## config.mk

```make
export PLATFORM = sky130hd
export DESIGN_NAME = base64_line_wrapped_encoder_core
export DESIGN_NICKNAME = d
export VERILOG_FILES = /design/src/sv/b64w_pkg.sv /design/src/sv/b64w_front.sv /design/src/sv/b64w_grpq.sv /design/src/sv/b64w_back.sv /design/src/sv/base64_line_wrapped_encoder_core.sv
export SDC_FILE = /design/constraint.sdc
export NUM_CORES = 1
export LEC_CHECK = 0
export BUFFER_PORTS_ARGS = -buffer_cell sky130_fd_sc_hd__buf_2
export CORE_MARGIN = 2
export CORE_UTILIZATION = 46
export DETAILED_ROUTE_END_ITERATION = 10
export GPL_TIMING_DRIVEN = 0
export PLACE_DENSITY_LB_ADDON = 0.12
export RECOVER_POWER = 25
export SLEW_MARGIN = 30
export SYNTH_ARGS = -nofsm -noshare
export SYNTH_HDL_FRONTEND = slang
export SYNTH_SLANG_ARGS = --single-unit
```

## constraint.sdc

```tcl
create_clock -name clk -period 4.66 [get_ports clk]
set_input_delay 0.699 -clock clk [delete_from_list [all_inputs] [get_ports clk]]
set_output_delay 0.699 -clock clk [all_outputs]
set_load 0.005 [all_outputs]
```

## src/sv/b64w_pkg.sv

```systemverilog
// Shared types and constants for the line-wrapped base64 encoder.
// No dependencies; every other file of the block imports this package.
package b64w_pkg;

    localparam int LINE_LEN_W = 10;
    localparam logic [LINE_LEN_W-1:0] LINE_LEN_RESET = 10'd76;

    localparam logic [7:0] CHAR_PAD = 8'h3D;
    localparam logic [7:0] CHAR_CR  = 8'h0D;
    localparam logic [7:0] CHAR_LF  = 8'h0A;

    localparam logic [1:0] NBYTES_ONE   = 2'd1;
    localparam logic [1:0] NBYTES_TWO   = 2'd2;
    localparam logic [1:0] NBYTES_THREE = 2'd3;

    // One group as handed from the front end to the character emitter.
    typedef struct packed {
        logic [7:0] b0;
        logic [7:0] b1;
        logic [7:0] b2;
        logic [1:0] nbytes;
        logic       crlf;
        logic       fin;
    } b64w_grp_t;

    // Standard base64 alphabet, computed from the sextet value.
    function automatic logic [7:0] b64_char(input logic [5:0] v);
        logic [7:0] r;
        priority if (v < 6'd26)
            r = 8'd65 + {2'b00, v};
        else if (v < 6'd52)
            r = 8'd71 + {2'b00, v};
        else if (v < 6'd62)
            r = {2'b00, v} - 8'd4;
        else if (v == 6'd62)
            r = 8'h2B;
        else
            r = 8'h2F;
        return r;
    endfunction

endpackage

```

## src/sv/b64w_front.sv

```systemverilog
// Front end: gathers input bytes into groups of three and decides line breaks.
// Depends on b64w_pkg; writes finished groups into the group queue.
module b64w_front (
    input  logic                              clk,
    input  logic                              rst_n,
    input  logic                              accept,
    input  logic [7:0]                        data_byte,
    input  logic                              final_byte,
    input  logic [b64w_pkg::LINE_LEN_W-1:0]   line_length,
    output logic                              grp_push,
    output b64w_pkg::b64w_grp_t               grp
);
    import b64w_pkg::*;

    logic [15:0] held_bytes_reg, held_bytes_next;
    logic [1:0]  held_count_reg, held_count_next;
    logic [7:0]  groups_reg, groups_next;
    logic [7:0]  groups_inc;
    logic        line_full;
    logic        completes;

    assign completes  = final_byte || (held_count_reg == 2'd2);
    assign groups_inc = groups_reg + 8'd1;
    // A counter that wraps to zero also ends the line.
    assign line_full  = (groups_inc >= line_length[LINE_LEN_W-1:2]) || (groups_inc == 8'd0);

    always_comb
    begin
        grp.b0     = held_bytes_reg[15:8];
        grp.b1     = held_bytes_reg[7:0];
        grp.b2     = data_byte;
        grp.nbytes = NBYTES_THREE;
        grp.crlf   = line_full || final_byte;
        grp.fin    = final_byte;
        unique case (held_count_reg)
            2'd0:
            begin
                grp.b0     = data_byte;
                grp.b1     = 8'd0;
                grp.b2     = 8'd0;
                grp.nbytes = NBYTES_ONE;
            end
            2'd1:
            begin
                grp.b1     = data_byte;
                grp.b2     = 8'd0;
                grp.nbytes = NBYTES_TWO;
            end
            default:
            begin
                grp.nbytes = NBYTES_THREE;
            end
        endcase
    end

    assign grp_push = accept && completes;

    always_comb
    begin
        held_bytes_next = held_bytes_reg;
        held_count_next = held_count_reg;
        groups_next     = groups_reg;
        if (accept)
        begin
            if (completes)
            begin
                held_bytes_next = 16'd0;
                held_count_next = 2'd0;
                groups_next     = grp.crlf ? 8'd0 : groups_inc;
            end
            else if (held_count_reg == 2'd0)
            begin
                held_bytes_next = {data_byte, 8'd0};
                held_count_next = 2'd1;
            end
            else
            begin
                held_bytes_next = {held_bytes_reg[15:8], data_byte};
                held_count_next = 2'd2;
            end
        end
    end

    always_ff @(posedge clk or negedge rst_n)
    begin
        if (!rst_n)
        begin
            held_bytes_reg <= 16'd0;
            held_count_reg <= 2'd0;
            groups_reg     <= 8'd0;
        end
        else
        begin
            held_bytes_reg <= held_bytes_next;
            held_count_reg <= held_count_next;
            groups_reg     <= groups_next;
        end
    end

endmodule

```

## src/sv/b64w_grpq.sv

```systemverilog
// Small group queue between the front end and the character emitter.
// Depends on b64w_pkg for the group type.
module b64w_grpq #(
    parameter int DEPTH = 4
) (
    input  logic                clk,
    input  logic                rst_n,
    input  logic                push,
    input  b64w_pkg::b64w_grp_t wr_grp,
    input  logic                pop,
    output b64w_pkg::b64w_grp_t rd_grp,
    output logic                full,
    output logic                empty
);
    import b64w_pkg::*;

    localparam int PTR_W = (DEPTH > 1) ? $clog2(DEPTH) : 1;
    localparam int CNT_W = $clog2(DEPTH + 1);
    localparam logic [PTR_W-1:0] PTR_LAST = PTR_W'(DEPTH - 1);
    localparam logic [CNT_W-1:0] CNT_FULL = CNT_W'(DEPTH);

    b64w_grp_t         entries [DEPTH];
    logic [PTR_W-1:0]  wr_ptr_reg, wr_ptr_next;
    logic [PTR_W-1:0]  rd_ptr_reg, rd_ptr_next;
    logic [CNT_W-1:0]  count_reg, count_next;
    logic              do_push, do_pop;

    assign full    = (count_reg == CNT_FULL);
    assign empty   = (count_reg == '0);
    assign do_push = push && !full;
    assign do_pop  = pop && !empty;
    assign rd_grp  = entries[rd_ptr_reg];

    always_comb
    begin
        wr_ptr_next = wr_ptr_reg;
        rd_ptr_next = rd_ptr_reg;
        count_next  = count_reg;
        if (do_push)
            wr_ptr_next = (wr_ptr_reg == PTR_LAST) ? '0 : wr_ptr_reg + 1'b1;
        if (do_pop)
            rd_ptr_next = (rd_ptr_reg == PTR_LAST) ? '0 : rd_ptr_reg + 1'b1;
        if (do_push && !do_pop)
            count_next = count_reg + 1'b1;
        else if (do_pop && !do_push)
            count_next = count_reg - 1'b1;
    end

    always_ff @(posedge clk)
    begin
        if (do_push)
            entries[wr_ptr_reg] <= wr_grp;
    end

    always_ff @(posedge clk or negedge rst_n)
    begin
        if (!rst_n)
        begin
            wr_ptr_reg <= '0;
            rd_ptr_reg <= '0;
            count_reg  <= '0;
        end
        else
        begin
            wr_ptr_reg <= wr_ptr_next;
            rd_ptr_reg <= rd_ptr_next;
            count_reg  <= count_next;
        end
    end

endmodule

```

## src/sv/b64w_back.sv

```systemverilog
// Character emitter: turns each queued group into base64 characters and CR LF.
// Depends on b64w_pkg; holds the result register seen on the output ports.
module b64w_back (
    input  logic                clk,
    input  logic                rst_n,
    input  b64w_pkg::b64w_grp_t grp,
    input  logic                grp_empty,
    output logic                grp_pop,
    input  logic                pop,
    output logic                empty,
    output logic [7:0]          out_char,
    output logic                last_of_run,
    output logic                stream_done
);
    import b64w_pkg::*;

    localparam logic [2:0] POS_LAST_DATA = 3'd3;
    localparam logic [2:0] POS_LF        = 3'd5;

    logic [2:0] pos_reg, pos_next;
    logic       valid_reg, valid_next;
    logic [7:0] char_reg, char_next;
    logic       last_reg, last_next;
    logic       done_reg, done_next;
    logic       advance;
    logic       at_end;
    logic [7:0] cur_char;
    logic [5:0] s0, s1, s2, s3;

    assign s0 = grp.b0[7:2];
    assign s1 = {grp.b0[1:0], grp.b1[7:4]};
    assign s2 = {grp.b1[3:0], grp.b2[7:6]};
    assign s3 = grp.b2[5:0];

    always_comb
    begin
        unique case (pos_reg)
            3'd0:    cur_char = b64_char(s0);
            3'd1:    cur_char = b64_char(s1);
            3'd2:    cur_char = (grp.nbytes == NBYTES_ONE) ? CHAR_PAD : b64_char(s2);
            3'd3:    cur_char = (grp.nbytes == NBYTES_THREE) ? b64_char(s3) : CHAR_PAD;
            3'd4:    cur_char = CHAR_CR;
            default: cur_char = CHAR_LF;
        endcase
    end

    assign at_end  = grp.crlf ? (pos_reg == POS_LF) : (pos_reg == POS_LAST_DATA);
    // The result register reloads when it is empty or its beat leaves this cycle.
    assign advance = !valid_reg || pop;
    assign grp_pop = advance && !grp_empty && at_end;

    always_comb
    begin
        pos_next   = pos_reg;
        valid_next = valid_reg;
        char_next  = char_reg;
        last_next  = last_reg;
        done_next  = done_reg;
        if (advance)
        begin
            valid_next = !grp_empty;
            if (!grp_empty)
            begin
                char_next = cur_char;
                last_next = at_end;
                done_next = at_end && grp.fin;
                pos_next  = at_end ? 3'd0 : pos_reg + 3'd1;
            end
        end
    end

    always_ff @(posedge clk or negedge rst_n)
    begin
        if (!rst_n)
        begin
            pos_reg   <= 3'd0;
            valid_reg <= 1'b0;
        end
        else
        begin
            pos_reg   <= pos_next;
            valid_reg <= valid_next;
        end
    end

    always_ff @(posedge clk)
    begin
        char_reg <= char_next;
        last_reg <= last_next;
        done_reg <= done_next;
    end

    assign empty       = !valid_reg;
    assign out_char    = char_reg;
    assign last_of_run = last_reg;
    assign stream_done = done_reg;

endmodule

```

## src/sv/base64_line_wrapped_encoder_core.sv

```systemverilog
// Top level of the base64 encoder with CR LF line wrapping.
// Depends on b64w_pkg, b64w_front, b64w_grpq and b64w_back.
//
//   channel   handshake              payload
//   input     push / full            data_byte[7:0], final_byte
//   result    empty / pop            out_char[7:0], last_of_run, stream_done
//   config    cfg_wr_en              cfg_wr_data[9:0] (line_length)
//
// One byte is taken per cycle while the group queue has room; the first character
// of a group goes through its queue entry and the result register to the ports.
// The emitter gives one character per cycle while pop is high, so throughput
// is set by the output: four characters per three bytes plus two per line break.
// Reset clears all held bytes, the line counter, the queue and the result register,
// and sets line_length to 76. A stalled result side fills the queue and raises full.
module base64_line_wrapped_encoder_core #(
    parameter int QUEUE_DEPTH = 4
) (
    input  logic                            clk,
    input  logic                            rst_n,
    input  logic                            push,
    output logic                            full,
    input  logic [7:0]                      data_byte,
    input  logic                            final_byte,
    output logic                            empty,
    input  logic                            pop,
    output logic [7:0]                      out_char,
    output logic                            last_of_run,
    output logic                            stream_done,
    input  logic                            cfg_wr_en,
    input  logic [b64w_pkg::LINE_LEN_W-1:0] cfg_wr_data
);
    import b64w_pkg::*;

    logic [LINE_LEN_W-1:0] line_length_reg;
    logic                  accept;
    logic                  grp_push;
    logic                  grp_pop;
    logic                  q_full;
    logic                  q_empty;
    b64w_grp_t             grp_in;
    b64w_grp_t             grp_head;

    assign full   = q_full;
    assign accept = push && !q_full;

    always_ff @(posedge clk or negedge rst_n)
    begin
        if (!rst_n)
            line_length_reg <= LINE_LEN_RESET;
        else if (cfg_wr_en)
            line_length_reg <= cfg_wr_data;
    end

    b64w_front u_front (
        .clk         (clk),
        .rst_n       (rst_n),
        .accept      (accept),
        .data_byte   (data_byte),
        .final_byte  (final_byte),
        .line_length (line_length_reg),
        .grp_push    (grp_push),
        .grp         (grp_in)
    );

    b64w_grpq #(
        .DEPTH (QUEUE_DEPTH)
    ) u_grpq (
        .clk    (clk),
        .rst_n  (rst_n),
        .push   (grp_push),
        .wr_grp (grp_in),
        .pop    (grp_pop),
        .rd_grp (grp_head),
        .full   (q_full),
        .empty  (q_empty)
    );

    b64w_back u_back (
        .clk         (clk),
        .rst_n       (rst_n),
        .grp         (grp_head),
        .grp_empty   (q_empty),
        .grp_pop     (grp_pop),
        .pop         (pop),
        .empty       (empty),
        .out_char    (out_char),
        .last_of_run (last_of_run),
        .stream_done (stream_done)
    );

    // The front end only writes a group when the queue has room for it.
    a_push_room: assert property (@(posedge clk) disable iff (!rst_n)
        grp_push |-> !q_full)
        else $error("group written into a full queue");

    // The emitter only retires a group that is present.
    a_pop_present: assert property (@(posedge clk) disable iff (!rst_n)
        grp_pop |-> !q_empty)
        else $error("group retired from an empty queue");

    // End of stream is always the last character of its byte's run.
    a_done_last: assert property (@(posedge clk) disable iff (!rst_n)
        (!empty && stream_done) |-> last_of_run)
        else $error("stream_done without last_of_run");

    // A finished group leaving the queue means a run end was just loaded.
    a_retire_marks_last: assert property (@(posedge clk) disable iff (!rst_n)
        grp_pop |=> (!empty && last_of_run))
        else $error("retired group did not end its run");

endmodule

```

==> results.toml <==
[pwr]
p_leak_nw = 3.94
power_density_nw_per_um2 = 688
vdd_drop_max_mv = 0.292

[global_routing]
grt_pass1_wl_mm = 30.1
met1_usage_pct = 26.4
grt-ovfl-total = 0
grt_busiest_layer = "met2"
gr-usage-met2_pct = 32.9
grt_max_degree = 46
antenna_found_initial = 0
grt_pass1_vias = 5761
grtUsageTotal_pct = 19.5
grt_util_met3_pct = 3.21

[synth]
synth_top_family_by_area = "compound AO/OA/AOI/OAI gates"
yosys.area_share.adder_pct = 6.54
synth-simple-area-share_pct = 11.0
synth-edff-count = 122
synthArstFlopShare_pct = 26.9
synthMuxAreaShare_pct = 9.23
synthXorXnorAreaFrac_pct = 2.11
synthTopCellsByArea = "edfxtp_1 42%, dfrtp_1 12%, ha_1 6.3%"
synth_nets = 770
synth_compound_area_share_pct = 11.7
syn_avg_cell_area_um2 = 12.5
ys_warn_count = 0
synth_ff_type = "edfxtp_1"
synth.most_common_cell = "edfxtp_1"
synthCells = 701
yosys.area.top_type = "edfxtp_1"
netlist_area_um2 = 8730
seq_area_frac_synth_pct = 54.9
synth_cell_types = 69
synthTopCellsByCount = "122 x edfxtp_1, 71 x nand2_1, 49 x inv_1, 49 x o21ai_0, 44 x ha_1"
yosysTopAreaCellShare_pct = 42.0
ys_ff_latch = 167

[cells_and_area]
final_util_pct = 53.3
fillers = 1622
largest_reg_flops = 112
area_growth_pct = 13.7
diodes = 0
drive_gt1_share_pct = 18.1
final_nets = 826
fin_area_um2 = 9930

[sta]
fin_worst_skew_ns = 0.0112
whs_ns = 0.487
finalHoldViolations = 0
setup_viol = 0
maxSlewHeadroom_pct = -62.9
grt_setup_unrepaired = "no"
min_period_ns = 3.87
finalCritPeriodShare_pct = 83.0
drv_slew = 46
worst_pin_slew_ns = 2.44
tns_ns = 0
max_freq_mhz = 259

[worst_setup_path]
crit_arrival_ns = 4.03
cp_common_cell = "buf_12"
worstSetupEndpointType = "flip-flop"
start_kind = "flip-flop"
slowest_delay_ns = 0.68
crit_slowest_cell = "mux4_1"
path_cells = "buf_6 -> buf_12 -> buf_12 -> mux4_1 -> ha_1 -> a21o_1 -> a21oi_2 -> nand4_1 -> a31oi_1 -> a2111oi_0 -> or4_1"
crit_start = "u_grpq.rd_ptr_reg[0]"
ff2ff_path_depth = 11
worstSetupPathDepth = 11
cp-endpoint = "u_back.out_char[3]"
crit_required_ns = 4.82
cp_max_fo = 10
r2r_slack_ns = 0.79
critical-path-top-delay-family = "compound AO/OA/AOI/OAI gates"
worstReg2RegEnd = "u_back.out_char[3]"
path_class = "flip-flop to flip-flop"
path_buf_inv = 3
r2r_start = "u_grpq.rd_ptr_reg[0]"

[clock_tree]
cts_buffers = 17
cts_buffer_depth = 2
clock_sinks = 167
cts_tree = "built"
ctsResizeCount = 0
insertion_delay_ns = 0.42
root_buffer = "clkbuf_16"
clk_pin_slew_ns = 0.07
hold_buffers = 0
h-tree-depth = 4
postCtsSetupBuffers = 0

[place]
dp_hpwl_mm = 13.6
place_congestion = 0.835
numPortBuffers = 33
placed_cell_area_um2 = 9310

[floorplanning]
die_h_um = 142
core_area_um2 = 18600
initial_core_util_pct = 46.8
die-area_um2 = 20100
rows = 50
die_w_um = 142
ios = 36

[routing]
via_per_inst = 5.62
dr.pass1.iters = 4
drc = 0
dr_total_vias = 5639
wl_mm = 18.3
postRouteAntennaNets = 0
drt-wirelength-per-cell_um = 18.2
drt_iter0_markers = 313

[worst_hold_path]
min_path_cells = 1
hp-start = "u_grpq.count_reg[2]"
min_path_type = "flip-flop to flip-flop"

[run_status]
status = "finished, violations left"
failed_checks = "max-capacitance violations, max-slew violations"

[job]
drv_cap = 1
==> stage by stage <==
step / setup slack, ns / instances / power, mW
2_1_floorplan: 1.26 / 701 / 4.53
3_3_place_gp: 0.794 / 968 / 5.28
3_5_place_dp: 0.780 / 972 / 5.37
4_1_cts: 0.772 / 1004 / 6.86
5_1_grt: 0.561 / 1004 / 7.30
6_report: 0.793 / 1004 / 6.83
==> power by group <==
group	switching, mW	total [mW]	internal, mW	leakage, nW
combinational	1.89	3.18	1.28	1.92
sequential	0.135	2.17	2.04	1.70
clock	0.581	1.48	0.895	0.318
total	2.61	6.83	4.22	3.94
==> kinds of logic after synthesis <==
family | Yosys count
compound gates | 157
xor+xnor | 21
fa+ha+maj | 45
buf+inv | 79
flops | 167
mux | 42
simple gates | 190
==> metal layers <==
metal	wire length, um	share of wire (%)
met5	0	0
met4	216	1.2
met3	610	3.3
met2	9050	49
met1	8430	46
==> worst min path at each step <==
stage                                     end
global placement    u_front.held_bytes_reg[5]
detailed placement  u_front.held_bytes_reg[7]
floorplan                  line_length_reg[4]
CTS                         u_back.pos_reg[2]
global route               line_length_reg[5]
finish                    u_grpq.count_reg[2]
==> final cells by class <==
type                            instances  area (um2)  share of cell area (%)
Buffer                                 29         206                    2.08
Clock buffer                           21         504                    5.08
Clock inverter                         11         128                    1.29
Inverter                               50         188                    1.89
Multi-Input combinational cell        455        3550                    35.7
Sequential cell                       167        4790                    48.3
Tap cell                              234         293                    2.95
Timing Repair Buffer                   37         270                    2.72
==> placed cells by master (no fill, tap or decap), types with 16 or more instances in the layout <==
| cell type | Yosys | routed |
|---|---|---|
| nor2_1 | 28 | 28 |
| mux4_2 | 23 | 23 |
| nand3_1 | 16 | 16 |
| clkbuf_1 | 12 | 17 |
| buf_2 | 4 | 33 |
| a21oi_1 | 33 | 33 |
| edfxtp_1 | 122 | 122 |
| dfrtp_1 | 42 | 42 |
| inv_1 | 49 | 49 |
| nand2_1 | 71 | 71 |
| clkbuf_16 | 0 | 20 |
| ha_1 | 44 | 44 |
| o21ai_0 | 49 | 49 |
No activity file was read; power rests on OpenSTA's default activity.
